[src/design/nbba_pkg.sv]
package nbba_pkg;

    // Command codes carried in the func field.
    localparam logic [2:0] FUNC_INIT    = 3'd0;
    localparam logic [2:0] FUNC_ERASE   = 3'd1;
    localparam logic [2:0] FUNC_PROGRAM = 3'd2;
    localparam logic [2:0] FUNC_READ    = 3'd3;
    localparam logic [2:0] FUNC_MARK    = 3'd4;

    // Result status codes.
    localparam logic [2:0] STAT_OK         = 3'd0;
    localparam logic [2:0] STAT_BAD        = 3'd1;
    localparam logic [2:0] STAT_NO_GOOD    = 3'd2;
    localparam logic [2:0] STAT_NOT_ERASED = 3'd3;
    localparam logic [2:0] STAT_INVALID    = 3'd4;

    // Reset value of the factory bad-block mask.
    localparam logic [3:0] FACTORY_MASK_RESET = 4'b0010;

    typedef struct packed {
        logic [2:0]  func;
        logic [1:0]  block_index;
        logic [1:0]  wordline_index;
        logic [31:0] cell_values;
    } nbba_in_t;

    typedef struct packed {
        logic [2:0]  status;
        logic        redirected;
        logic [1:0]  target_block;
        logic [31:0] read_data;
    } nbba_out_t;

    // Array operation chosen for an accepted command.
    typedef enum logic [2:0] {
        ACT_NONE,
        ACT_INIT,
        ACT_ERASE,
        ACT_PROGRAM,
        ACT_READ,
        ACT_MARK
    } act_t;

    typedef struct packed {
        act_t       act;
        logic [2:0] status;
        logic       redirected;
        logic [1:0] target_block;
    } nbba_dec_t;

endpackage

[src/design/nbba_ram.sv]
module nbba_ram #(
    parameter int WIDTH  = 32,
    parameter int DEPTH  = 16,
    parameter int ADDR_W = (DEPTH > 1) ? $clog2(DEPTH) : 1
) (
    input  logic              aclk,
    input  logic              we,
    input  logic [ADDR_W-1:0] addr,
    input  logic [WIDTH-1:0]  wdata,
    output logic [WIDTH-1:0]  rdata
);

    logic [WIDTH-1:0] mem [DEPTH];

    always_ff @(posedge aclk) begin
        if (we) begin
            mem[addr] <= wdata;
        end
        rdata <= mem[addr];
    end

endmodule

[src/design/nbba_check.sv]
module nbba_check #(
    parameter int NUM_BLOCKS         = 4,
    parameter int NUM_WORDLINES      = 4,
    parameter int CELLS_PER_WORDLINE = 8,
    parameter int BLK_W              = 2,
    parameter int WL_W               = 2,
    parameter int ADDR_W             = 4
) (
    input  nbba_pkg::nbba_in_t    cmd,
    input  logic [NUM_BLOCKS-1:0] bad_flags,
    input  logic [NUM_BLOCKS-1:0] erased_flags,
    output nbba_pkg::nbba_dec_t   dec,
    output logic [BLK_W-1:0]      tgt_blk,
    output logic [ADDR_W-1:0]     mem_addr
);
    import nbba_pkg::*;

    localparam int CHECK_CELLS = (CELLS_PER_WORDLINE < 8) ? CELLS_PER_WORDLINE : 8;

    logic [31:0]      msb_mask;
    logic             blk_ok;
    logic             wl_ok;
    logic [BLK_W-1:0] blk_idx;
    logic [WL_W-1:0]  wl_idx;
    logic             blk_bad;
    logic             any_good;
    logic [BLK_W-1:0] first_good;
    logic             value_bad;

    // The top bit of every checked nibble; a set bit means a value above 7.
    always_comb begin
        for (int k = 0; k < 8; k++) begin
            msb_mask[4*k +: 4] = (k < CHECK_CELLS) ? 4'b1000 : 4'b0000;
        end
    end

    assign blk_ok    = int'(cmd.block_index) < NUM_BLOCKS;
    assign wl_ok     = int'(cmd.wordline_index) < NUM_WORDLINES;
    assign blk_idx   = BLK_W'(cmd.block_index);
    assign wl_idx    = WL_W'(cmd.wordline_index);
    assign blk_bad   = !blk_ok || bad_flags[blk_idx];
    assign value_bad = |(cmd.cell_values & msb_mask);

    // Priority encoder for the lowest good block.
    always_comb begin
        any_good   = 1'b0;
        first_good = '0;
        for (int b = NUM_BLOCKS - 1; b >= 0; b--) begin
            if (!bad_flags[b]) begin
                any_good   = 1'b1;
                first_good = BLK_W'(b);
            end
        end
    end

    always_comb begin
        dec.act          = ACT_NONE;
        dec.status       = STAT_OK;
        dec.redirected   = 1'b0;
        dec.target_block = cmd.block_index;
        tgt_blk          = blk_idx;
        case (cmd.func)
            FUNC_INIT: begin
                dec.act          = ACT_INIT;
                dec.target_block = 2'd0;
            end
            FUNC_ERASE: begin
                if (blk_bad) begin
                    dec.status = STAT_BAD;
                end else begin
                    dec.act = ACT_ERASE;
                end
            end
            FUNC_PROGRAM: begin
                if (!wl_ok) begin
                    dec.status = STAT_INVALID;
                end else if (blk_bad && !any_good) begin
                    dec.status = STAT_NO_GOOD;
                end else begin
                    if (blk_bad) begin
                        dec.redirected   = 1'b1;
                        dec.target_block = 2'(first_good);
                        tgt_blk          = first_good;
                    end
                    if (!erased_flags[tgt_blk]) begin
                        dec.status = STAT_NOT_ERASED;
                    end else if (value_bad) begin
                        dec.status = STAT_INVALID;
                    end else begin
                        dec.act = ACT_PROGRAM;
                    end
                end
            end
            FUNC_READ: begin
                if (!wl_ok) begin
                    dec.status = STAT_INVALID;
                end else if (blk_bad) begin
                    dec.status = STAT_BAD;
                end else begin
                    dec.act = ACT_READ;
                end
            end
            FUNC_MARK: begin
                if (blk_ok) begin
                    dec.act = ACT_MARK;
                end
            end
            default: begin
                dec.status = STAT_INVALID;
            end
        endcase
    end

    assign mem_addr = ADDR_W'(tgt_blk * NUM_WORDLINES + wl_idx);

endmodule

[src/design/nand_bad_block_array.sv]
// Channel   Ports                          Direction  Payload
// input     s_valid / s_ready / s_data     in         nbba_in_t command beat
// result    m_valid / m_ready / m_data     out        nbba_out_t result beat
// config    cfg_valid / cfg_ready / cfg_data  in      4-bit factory bad-block mask
//
// One command is in work at a time; s_ready is high only while the sequencer idles.
// From accept to next accept, mark bad, refused commands and program pass S_EXEC, S_DONE;
// read adds S_RDWAIT, erase and init add S_SWEEP over the wordlines of the block or of all
// blocks, driven by the one memory write port, which sweeps one wordline a cycle. Reset
// starts a clearing pass of all memory. A result waits in the sequencer while the output
// register is full and not being taken; the next command is accepted once it has moved there.
module nand_bad_block_array #(
    parameter int NUM_BLOCKS         = 4,
    parameter int NUM_WORDLINES      = 4,
    parameter int CELLS_PER_WORDLINE = 8
) (
    input  logic                aclk,
    input  logic                aresetn,
    input  logic                s_valid,
    output logic                s_ready,
    input  nbba_pkg::nbba_in_t  s_data,
    output logic                m_valid,
    input  logic                m_ready,
    output nbba_pkg::nbba_out_t m_data,
    input  logic                cfg_valid,
    output logic                cfg_ready,
    input  logic [3:0]          cfg_data
);
    import nbba_pkg::*;

    localparam int DEPTH   = NUM_BLOCKS * NUM_WORDLINES;
    localparam int ADDR_W  = (DEPTH > 1) ? $clog2(DEPTH) : 1;
    localparam int BLK_W   = (NUM_BLOCKS > 1) ? $clog2(NUM_BLOCKS) : 1;
    localparam int WL_W    = (NUM_WORDLINES > 1) ? $clog2(NUM_WORDLINES) : 1;
    localparam int WL_BITS = 4 * ((CELLS_PER_WORDLINE < 8) ? CELLS_PER_WORDLINE : 8);
    localparam logic [WL_BITS-1:0] ERASED_WORD = {WL_BITS{1'b1}};

    typedef enum logic [2:0] {
        S_IDLE,
        S_EXEC,
        S_SWEEP,
        S_RDWAIT,
        S_DONE
    } state_t;

    state_t                state_reg, state_next;
    nbba_in_t              cmd_reg, cmd_next;
    nbba_out_t             res_reg, res_next;
    nbba_out_t             out_reg, out_next;
    logic                  m_valid_reg, m_valid_next;
    logic [NUM_BLOCKS-1:0] bad_reg, bad_next;
    logic [NUM_BLOCKS-1:0] erased_reg, erased_next;
    logic [3:0]            mask_reg, mask_next;
    logic [ADDR_W-1:0]     sweep_addr_reg, sweep_addr_next;
    logic [ADDR_W-1:0]     sweep_last_reg, sweep_last_next;
    logic                  sweep_resp_reg, sweep_resp_next;

    nbba_dec_t             dec;
    logic [BLK_W-1:0]      tgt_blk;
    logic [ADDR_W-1:0]     cmd_addr;

    logic                  ram_we;
    logic [ADDR_W-1:0]     ram_addr;
    logic [WL_BITS-1:0]    ram_wdata;
    logic [WL_BITS-1:0]    ram_rdata;

    nbba_check #(
        .NUM_BLOCKS         (NUM_BLOCKS),
        .NUM_WORDLINES      (NUM_WORDLINES),
        .CELLS_PER_WORDLINE (CELLS_PER_WORDLINE),
        .BLK_W              (BLK_W),
        .WL_W               (WL_W),
        .ADDR_W             (ADDR_W)
    ) u_check (
        .cmd          (cmd_reg),
        .bad_flags    (bad_reg),
        .erased_flags (erased_reg),
        .dec          (dec),
        .tgt_blk      (tgt_blk),
        .mem_addr     (cmd_addr)
    );

    nbba_ram #(
        .WIDTH  (WL_BITS),
        .DEPTH  (DEPTH),
        .ADDR_W (ADDR_W)
    ) u_ram (
        .aclk  (aclk),
        .we    (ram_we),
        .addr  (ram_addr),
        .wdata (ram_wdata),
        .rdata (ram_rdata)
    );

    // The sweep owns the memory port; otherwise the decoded command address drives it.
    assign ram_we    = (state_reg == S_SWEEP) ||
                       ((state_reg == S_EXEC) && (dec.act == ACT_PROGRAM));
    assign ram_addr  = (state_reg == S_SWEEP) ? sweep_addr_reg : cmd_addr;
    assign ram_wdata = (state_reg == S_SWEEP) ? ERASED_WORD : cmd_reg.cell_values[WL_BITS-1:0];

    assign s_ready   = (state_reg == S_IDLE);
    assign m_valid   = m_valid_reg;
    assign m_data    = out_reg;
    assign cfg_ready = 1'b1;

    always_comb begin
        state_next      = state_reg;
        cmd_next        = cmd_reg;
        res_next        = res_reg;
        out_next        = out_reg;
        m_valid_next    = m_valid_reg;
        bad_next        = bad_reg;
        erased_next     = erased_reg;
        mask_next       = mask_reg;
        sweep_addr_next = sweep_addr_reg;
        sweep_last_next = sweep_last_reg;
        sweep_resp_next = sweep_resp_reg;

        if (cfg_valid && cfg_ready) begin
            mask_next = cfg_data;
        end
        if (m_valid_reg && m_ready) begin
            m_valid_next = 1'b0;
        end

        case (state_reg)
            S_IDLE: begin
                if (s_valid) begin
                    cmd_next   = s_data;
                    state_next = S_EXEC;
                end
            end
            S_EXEC: begin
                res_next.status       = dec.status;
                res_next.redirected   = dec.redirected;
                res_next.target_block = dec.target_block;
                res_next.read_data    = '0;
                state_next            = S_DONE;
                case (dec.act)
                    ACT_INIT: begin
                        erased_next     = '1;
                        bad_next        = NUM_BLOCKS'(mask_reg);
                        sweep_addr_next = '0;
                        sweep_last_next = ADDR_W'(DEPTH - 1);
                        sweep_resp_next = 1'b1;
                        state_next      = S_SWEEP;
                    end
                    ACT_ERASE: begin
                        erased_next[tgt_blk] = 1'b1;
                        sweep_addr_next      = ADDR_W'(tgt_blk * NUM_WORDLINES);
                        sweep_last_next      = ADDR_W'(tgt_blk * NUM_WORDLINES +
                                                       NUM_WORDLINES - 1);
                        sweep_resp_next      = 1'b1;
                        state_next           = S_SWEEP;
                    end
                    ACT_PROGRAM: begin
                        erased_next[tgt_blk] = 1'b0;
                    end
                    ACT_READ: begin
                        state_next = S_RDWAIT;
                    end
                    ACT_MARK: begin
                        bad_next[tgt_blk] = 1'b1;
                    end
                    default: begin
                    end
                endcase
            end
            S_SWEEP: begin
                if (sweep_addr_reg == sweep_last_reg) begin
                    state_next = sweep_resp_reg ? S_DONE : S_IDLE;
                end else begin
                    sweep_addr_next = sweep_addr_reg + 1'b1;
                end
            end
            S_RDWAIT: begin
                res_next.read_data = 32'(ram_rdata);
                state_next         = S_DONE;
            end
            S_DONE: begin
                if (!m_valid_reg || m_ready) begin
                    out_next     = res_reg;
                    m_valid_next = 1'b1;
                    state_next   = S_IDLE;
                end
            end
            default: begin
                state_next = S_IDLE;
            end
        endcase
    end

    always_ff @(posedge aclk) begin
        if (!aresetn) begin
            // Reset starts with a clearing pass over the whole memory, with no result.
            state_reg      <= S_SWEEP;
            m_valid_reg    <= 1'b0;
            bad_reg        <= NUM_BLOCKS'(FACTORY_MASK_RESET);
            erased_reg     <= '1;
            mask_reg       <= FACTORY_MASK_RESET;
            sweep_addr_reg <= '0;
            sweep_last_reg <= ADDR_W'(DEPTH - 1);
            sweep_resp_reg <= 1'b0;
        end else begin
            state_reg      <= state_next;
            m_valid_reg    <= m_valid_next;
            bad_reg        <= bad_next;
            erased_reg     <= erased_next;
            mask_reg       <= mask_next;
            sweep_addr_reg <= sweep_addr_next;
            sweep_last_reg <= sweep_last_next;
            sweep_resp_reg <= sweep_resp_next;
        end
        cmd_reg <= cmd_next;
        res_reg <= res_next;
        out_reg <= out_next;
    end

endmodule
[config.mk]
export PLATFORM = sky130hd
export DESIGN_NAME = nand_bad_block_array
export DESIGN_NICKNAME = d
export VERILOG_FILES = /design/src/design/nbba_pkg.sv /design/src/design/nbba_ram.sv /design/src/design/nbba_check.sv /design/src/design/nand_bad_block_array.sv
export SDC_FILE = /design/constraint.sdc
export NUM_CORES = 1
export LEC_CHECK = 0
export ABC_AREA = 1
export BUFFER_PORTS_ARGS = -buffer_cell sky130_fd_sc_hd__buf_2
export CAP_MARGIN = 20
export CORE_ASPECT_RATIO = 0.5
export CORE_MARGIN = 2
export CORE_UTILIZATION = 54
export DETAILED_ROUTE_END_ITERATION = 8
export PLACE_DENSITY = 0.76
export REMOVE_ABC_BUFFERS = 1
export SLEW_MARGIN = 5
export SYNTH_ARGS = -nofsm -noshare
export SYNTH_HDL_FRONTEND = slang
export SYNTH_HIERARCHICAL = 1
export SYNTH_SLANG_ARGS = --single-unit
[constraint.sdc]
create_clock -name aclk -period 6.4 [get_ports aclk]
set_input_delay 0.32 -clock aclk [delete_from_list [all_inputs] [get_ports aclk]]
set_output_delay 0.32 -clock aclk [all_outputs]
set_load 0.02 [all_outputs]
==> results of run 1 <==
## cell usage in the layout (no fill, tap or decap), types with 19 or more instances in the layout
| cell | n |
|---|---|
| nor2_1 | 59 |
| nand2_1 | 1436 |
| inv_1 | 139 |
| dfxtp_1 | 55 |
| buf_2 | 87 |
| nand3_1 | 26 |
| buf_4 | 22 |
| clkbuf_16 | 59 |
| nor2_4 | 21 |
| o21ai_0 | 19 |
| edfxtp_1 | 627 |
| dlygate4sd3_1 | 48 |
## cell usage after synthesis
| master | number |
|---|---|
| a211oi_1 | 2 |
| a21oi_1 | 15 |
| buf_1 | 6 |
| buf_2 | 44 |
| buf_4 | 22 |
| buf_6 | 27 |
| buf_8 | 1 |
| clkbuf_1 | 11 |
| clkbuf_8 | 1 |
| clkinv_4 | 1 |
| conb_1 | 1 |
| dfxtp_1 | 55 |
| edfxtp_1 | 627 |
| ha_1 | 1 |
| inv_1 | 141 |
| inv_2 | 4 |
| inv_6 | 1 |
| nand2_1 | 1436 |
| nand2_2 | 7 |
| nand2_4 | 2 |
| nand3_1 | 26 |
| nand3_2 | 5 |
| nand3_4 | 4 |
| nand4_1 | 3 |
| nor2_1 | 79 |
| nor2_2 | 3 |
| nor2_4 | 1 |
| nor3_1 | 7 |
| nor3_2 | 1 |
| nor4_1 | 3 |
| o211ai_1 | 1 |
| o21ai_0 | 20 |
| o21ai_1 | 1 |
| o21ai_4 | 1 |
| o41ai_1 | 1 |
| or2_1 | 14 |
| or2_2 | 18 |
| xnor2_1 | 1 |
## layout make-up
class | count | area, um2
Timing Repair Buffer | 164 | 1240
Sequential cell | 682 | 19900
Multi-Input combinational cell | 1653 | 6740
Clock buffer | 78 | 1640
Tap cell | 690 | 863
Clock inverter | 30 | 312
Inverter | 147 | 564
Fill cell | 3810 | 19300
## through the flow
| stage | setup slack [ns] | instance area [um2] | setup TNS [ns] |
|---|---|---|---|
| 6_report | 1.63 | 31300 | 0 |
| 5_1_grt | 1.42 | 31300 | 0 |
| 4_1_cts | 1.73 | 31200 | 0 |
| 3_5_place_dp | 1.75 | 28700 | 0 |
| 3_3_place_gp | 1.85 | 28700 | 0 |
| 2_1_floorplan | -7.74 | 27100 | -3816.88 |
## how the worst max path moves through the flow
stage	start	to	slack, ns	cells past startpoint
floorplan	state_reg[0]$_SDFFE_PN0P_	u_ram/mem[5][0]$_DFFE_PP_	-7.74	6
global placement	cmd_reg[34]$_DFFE_PP_	u_ram/mem[4][6]$_DFFE_PP_	1.85	11
detailed placement	cmd_reg[34]$_DFFE_PP_	u_ram/mem[5][6]$_DFFE_PP_	1.75	11
CTS	cmd_reg[34]$_DFFE_PP_	u_ram/mem[5][1]$_DFFE_PP_	1.73	11
global route	cmd_reg[34]$_DFFE_PP_	u_ram/mem[3][26]$_DFFE_PP_	1.42	11
finish	cmd_reg[23]$_DFFE_PP_	u_ram/mem[9][21]$_DFFE_PP_	1.63	10
## metal layers
metal  up-vias  part of all wire
met5         -                 0
met4         0             0.026
met3       107             0.088
met2       789              0.47
met1      8648              0.42
li1       8571                 -
## power breakdown
part           total [uW]  switching [uW]  leakage, uW  internal [uW]
Combinational         544             397      0.00588            148
Sequential           4900            21.9      0.00664           4880
Clock                3600            1590     0.000969           2010
## cell families after synthesis
family                     after synthesis  synth area share
and+or+nand+nor                       1609             0.227
DFF                                    682             0.716
buffers and inverters                  259            0.0483
AOI/OAI and AO/OA                       41           0.00818
xor gates and xnor gates                 1          0.000315
adders and majority gates                1          0.000449
other                                    1          0.000135
## critical path, delay by kind of cell, from the launching register on
kind | cells | cell delay [ns]
buffers and inverters | 3 | 0.60
AND/OR/NAND/NOR | 6 | 2.41
flip-flops | 1 | 0.38
AO/OA/AOI/OAI | 1 | 1.04
==> out/results.ini, run 1 <==
[floorplan]
die_h_um = 165
die_w_um = 325
start_util = 0.550
dieArea_um2 = 53500
rows = 58
io_pins = 89
core_area_um2 = 50600

[clocking]
clock-sinks = 682
clk_pin_slew_ns = 0.07
holdBufCountCts = 47
cts_setup_buffers = 0
numCtsBuffers = 57
cts_tree = built
clk_latency_ns = 0.61
clockBufferDepth = 3
cts-resized-gates = 0
cts_max_level = 2
clockRootBuffer = clkbuf_16

[hold_path]
min_path_cells = 4
hp-start = m_ready
hold_end = m_valid$_SDFF_PN0_
hold_class = in2reg

[detailed_routing]
drtIter0Drc = 1994
vias_per_cell = 5.26
wl_mm = 62.8
vias = 18100
drt-wirelength-per-cell_um = 18.2
drtPass1Iterations = 5
drc = 0
postRouteAntennaNets = 0

[timing]
slew_viol_final = 0
skew_ns = 0.0255
rsz0062_at_grt = false
clock.fmax_mhz = 209
min_period_ns = 4.77
relSlewSlack = 0.203
hold_violations = 0
period_share = 0.746
worstMarginPinSlew_ns = 1.18
setup_viol = 0
hold_ws_ns = 0.0454

[setup_path]
slowest_stage = o41ai_1
rrSetupSlack_ns = 1.63
r2r-start = cmd_reg[23]$_DFFE_PP_
endpoint_kind = flip-flop
critPathMaxStageDelay_ns = 1.04
arrival_ns = 5.05
cp.required_ns = 6.68
reg2reg_depth = 10
path_cells = nor4_1 -> nand2_1 -> inv_1 -> nand3_2 -> nand2_1 -> inv_1 -> o41ai_1 -> nand3_1 -> nor2_4 -> buf_4
start_kind = flip-flop
cp_max_fo = 20
rr_endpoint = u_ram/mem[9][21]$_DFFE_PP_
crit_type = reg2reg

[finish]
largest_reg_flops = 512
final_util = 0.619
drive_above_1_share = 0.103
final_nets = 2754
diodes = 0
syn_to_final_growth_pct = 12.4
stdcell_count = 3444

[global_route]
grt_overflow = 0
top_usage_layer = met2
grt_pass1_vias = 17400
use_met3 = 0.0407
grt_max_degree = 99
grtUsageMet1 = 0.326
antenna_found_initial = 0
grt_use_met2 = 0.383
track_usage = 0.234
grt_pass1_wl_mm = 96.2

[yosys]
syn_area_um2 = 27800
syn_area_per_cell_um2 = 10.7
yosys.area.top_type = edfxtp_1
ys_seq_area_frac = 0.716
synth_top_area_frac = 0.676
ys_ff_latch = 682
synth.distinct_cells = 38
yosysWarnings = 6
synthCells = 2594
synth_top_cells_by_area = edfxtp_1 (68%), nand2_1 (19%), dfxtp_1 (4.0%)

[placed_design]
io_buffers = 87
dp_hpwl_mm = 35.1
placed_cells = 3283
place_congestion = 0.814

[power_and_ir_drop]
powerDensity_nw_per_um2 = 289
p_total_uw = 9040
ir_drop_v = 0.000221
leakage_uw = 0.0135

[run]
max-cap-violations = 0

[status]
outcome = finished, final reports clean

No activity file was read; power rests on OpenSTA's default activity.
==> run 2: changes to the inputs <==
clock period = 4.43 ns   (was 6.4 ns; I/O delays follow)
==> run 2 against run 1 <==
  * Clock power up 39%
  * Non-clock buffer count up 23
  * Largest power group unchanged
  * Global-route usage down 0.46 points
==> out/results.ini, run 2 (synthesized netlist as in run 1, its figures left out) <==
[global_route]
grt_overflow = 0  ; unchanged
antenna_found_initial = 0  ; unchanged
grt_pass1_wl_mm = 94.3  ; -2.0%
grt_max_degree = 115  ; +16%
track_usage = 0.229  ; -0.00457
grt_pass1_vias = 17300  ; -0.40%

[finish]
final_nets = 2776  ; +0.80%
largest_reg_flops = 512  ; unchanged
drive_above_1_share = 0.106  ; +0.00326
n_fill_cell = 3776  ; -0.89%
syn_to_final_growth_pct = 12.8
design_area_um2 = 31400  ; +0.36%
layout.cells.most_common = nand2_1
final_cell_mix = nand2_1 (1,436), edfxtp_1 (627), inv_1 (139), buf_2 (87), nor2_1 (59)
final_util = 0.621  ; +0.00223

[timing]
min_period_ns = 4.25  ; -0.522 ns
hold_ws_ns = 0.158  ; +0.113 ns
hold_violations = 0  ; unchanged
worstMarginPinSlew_ns = 0.981  ; -0.198 ns
clock.fmax_mhz = 235  ; +12%
period_share = 0.960  ; +0.214
rsz0062_at_grt = false
worst_slack_ns = 0.177  ; -1.45 ns
relSlewSlack = 0.345  ; +0.142
slew_viol_final = 0  ; unchanged
skew_ns = 0.0237  ; -0.00184 ns
setup_viol = 0  ; unchanged

[setup_path]
cp_max_fo = 19  ; -5.0%
start_kind = flip-flop
critPathMaxStageDelay_ns = 0.73  ; -0.31 ns
cp.required_ns = 4.72  ; -1.96 ns
reg2reg_depth = 10  ; unchanged
crit_family = simple AND/OR/NAND/NOR gates
path_depth = 10  ; unchanged
crit_type = reg2reg
endpoint_kind = flip-flop
arrival_ns = 4.54  ; -0.51 ns
path_cells = nor4_1 -> nand2_1 -> inv_1 -> nand3_2 -> nand2_1 -> inv_1 -> o41ai_2 -> nand3_1 -> nor2_4 -> buf_4
slowest_stage = nor2_4
critPathBufInv = 3  ; unchanged

[floorplan]
rows = 58  ; unchanged
dieArea_um2 = 53500  ; unchanged
start_util = 0.550  ; unchanged
core_area_um2 = 50600  ; unchanged
die_h_um = 165  ; unchanged
io_pins = 89  ; unchanged
die_w_um = 325  ; unchanged

[placed_design]
place_area_um2 = 29000  ; +0.86%
place_congestion = 0.839  ; +3.1%
io_buffers = 87  ; unchanged
dp_hpwl_mm = 34.2  ; -2.6%
place_ws_ns = -0.00341  ; -1.75 ns

[detailed_routing]
vias_per_cell = 5.24  ; -0.43%
vias = 18100  ; +0.14%
drc = 0  ; unchanged
wl_mm = 61.4  ; -2.2%
drt-wirelength-per-cell_um = 17.7  ; -2.8%
postRouteAntennaNets = 0  ; unchanged
drtIter0Drc = 1901  ; -4.7%
drtPass1Iterations = 5  ; unchanged

[clocking]
clk_latency_ns = 0.60  ; about the same
cts_max_level = 2  ; unchanged
clockRootBuffer = clkbuf_16
clk_pin_slew_ns = 0.07  ; about the same
numCtsBuffers = 56  ; -1.8%
clockBufferDepth = 3  ; unchanged
clock-sinks = 682  ; unchanged
cts_setup_buffers = 0  ; unchanged
cts_tree = built

[power_and_ir_drop]
leakage_uw = 0.0136  ; +0.60%
powerDensity_nw_per_um2 = 410  ; +42%
ir_drop_v = 0.000281  ; +27%
p_total_uw = 12900  ; +42%

[status]
outcome = finished, final reports clean

[run]
max-cap-violations = 0  ; unchanged

[hold_path]
min_path_cells = 7  ; +3
hold_class = in2reg

[run 2: repair_timing]
item | 4_1_cts | 5_1_grt
resized for setup | 1 | 0
hold buffers | 52 | 0
endpoints found under the hold margin | 50 | 0
endpoints found under the setup margin | 15 | 0
[run 2: final cells by class]
class | instances | area (um2) | area share
flip-flops and latches | 682 | 19900 | 0.635
repair buffers | 187 | 1440 | 0.0457
multi-input cells | 1653 | 6740 | 0.215
well taps | 690 | 863 | 0.0275
clock inverters | 18 | 164 | 0.00522
inverters | 147 | 564 | 0.0180
diodes | 1 | 2.50 | 0.0000797
clock buffers | 86 | 1700 | 0.0540
[run 2: worst register-to-register path, stage by stage (launching register included)]
cell	delay (ns)
edfxtp_1	0.39
nor4_1	0.64
nand2_1	0.32
inv_1	0.14
nand3_2	0.08
nand2_1	0.10
inv_1	0.09
o41ai_2	0.69
nand3_1	0.46
nor2_4	0.74
buf_4	0.31
[run 2: path summary, 6_finish.rpt]
path,end,start,slack (ns)
max,u_ram/mem[5][5]$_DFFE_PP_,cmd_reg[19]$_DFFE_PP_,0.18
min,state_reg[2]$_SDFFE_PN0P_,s_valid,0.16
max reg2reg,u_ram/mem[5][5]$_DFFE_PP_,cmd_reg[19]$_DFFE_PP_,0.18
min reg2reg,m_data[12]$_DFFE_PP_,res_reg[12]$_SDFFCE_PP0P_,0.42
[run 2: power breakdown]
group / total [uW] / leakage [uW] / switching (uW) / internal (uW)
clock network: 5010 / 0.000925 / 2210 / 2800
registers: 7080 / 0.00664 / 31.3 / 7050
logic: 776 / 0.00601 / 560 / 216
total: 12900 / 0.0136 / 2800 / 10100
[run 2: routing by layer]
layer  vias up  global-route usage  part of all wire
met5         -                   0                 0
met2       756               0.382              0.48
li1       8612                   -                 -
met1      8675               0.320              0.42
met4         0              0.0665             0.021
met3        98              0.0310             0.084
[run 2: metrics by stage]
step / TNS (ns) / std cells
CTS: 0 / 3462
detailed placement: -0.0264 / 3306
floorplan: -4896.84 / 2482
finish: 0 / 3464
global placement: 0 / 3306
global route: 0 / 3463
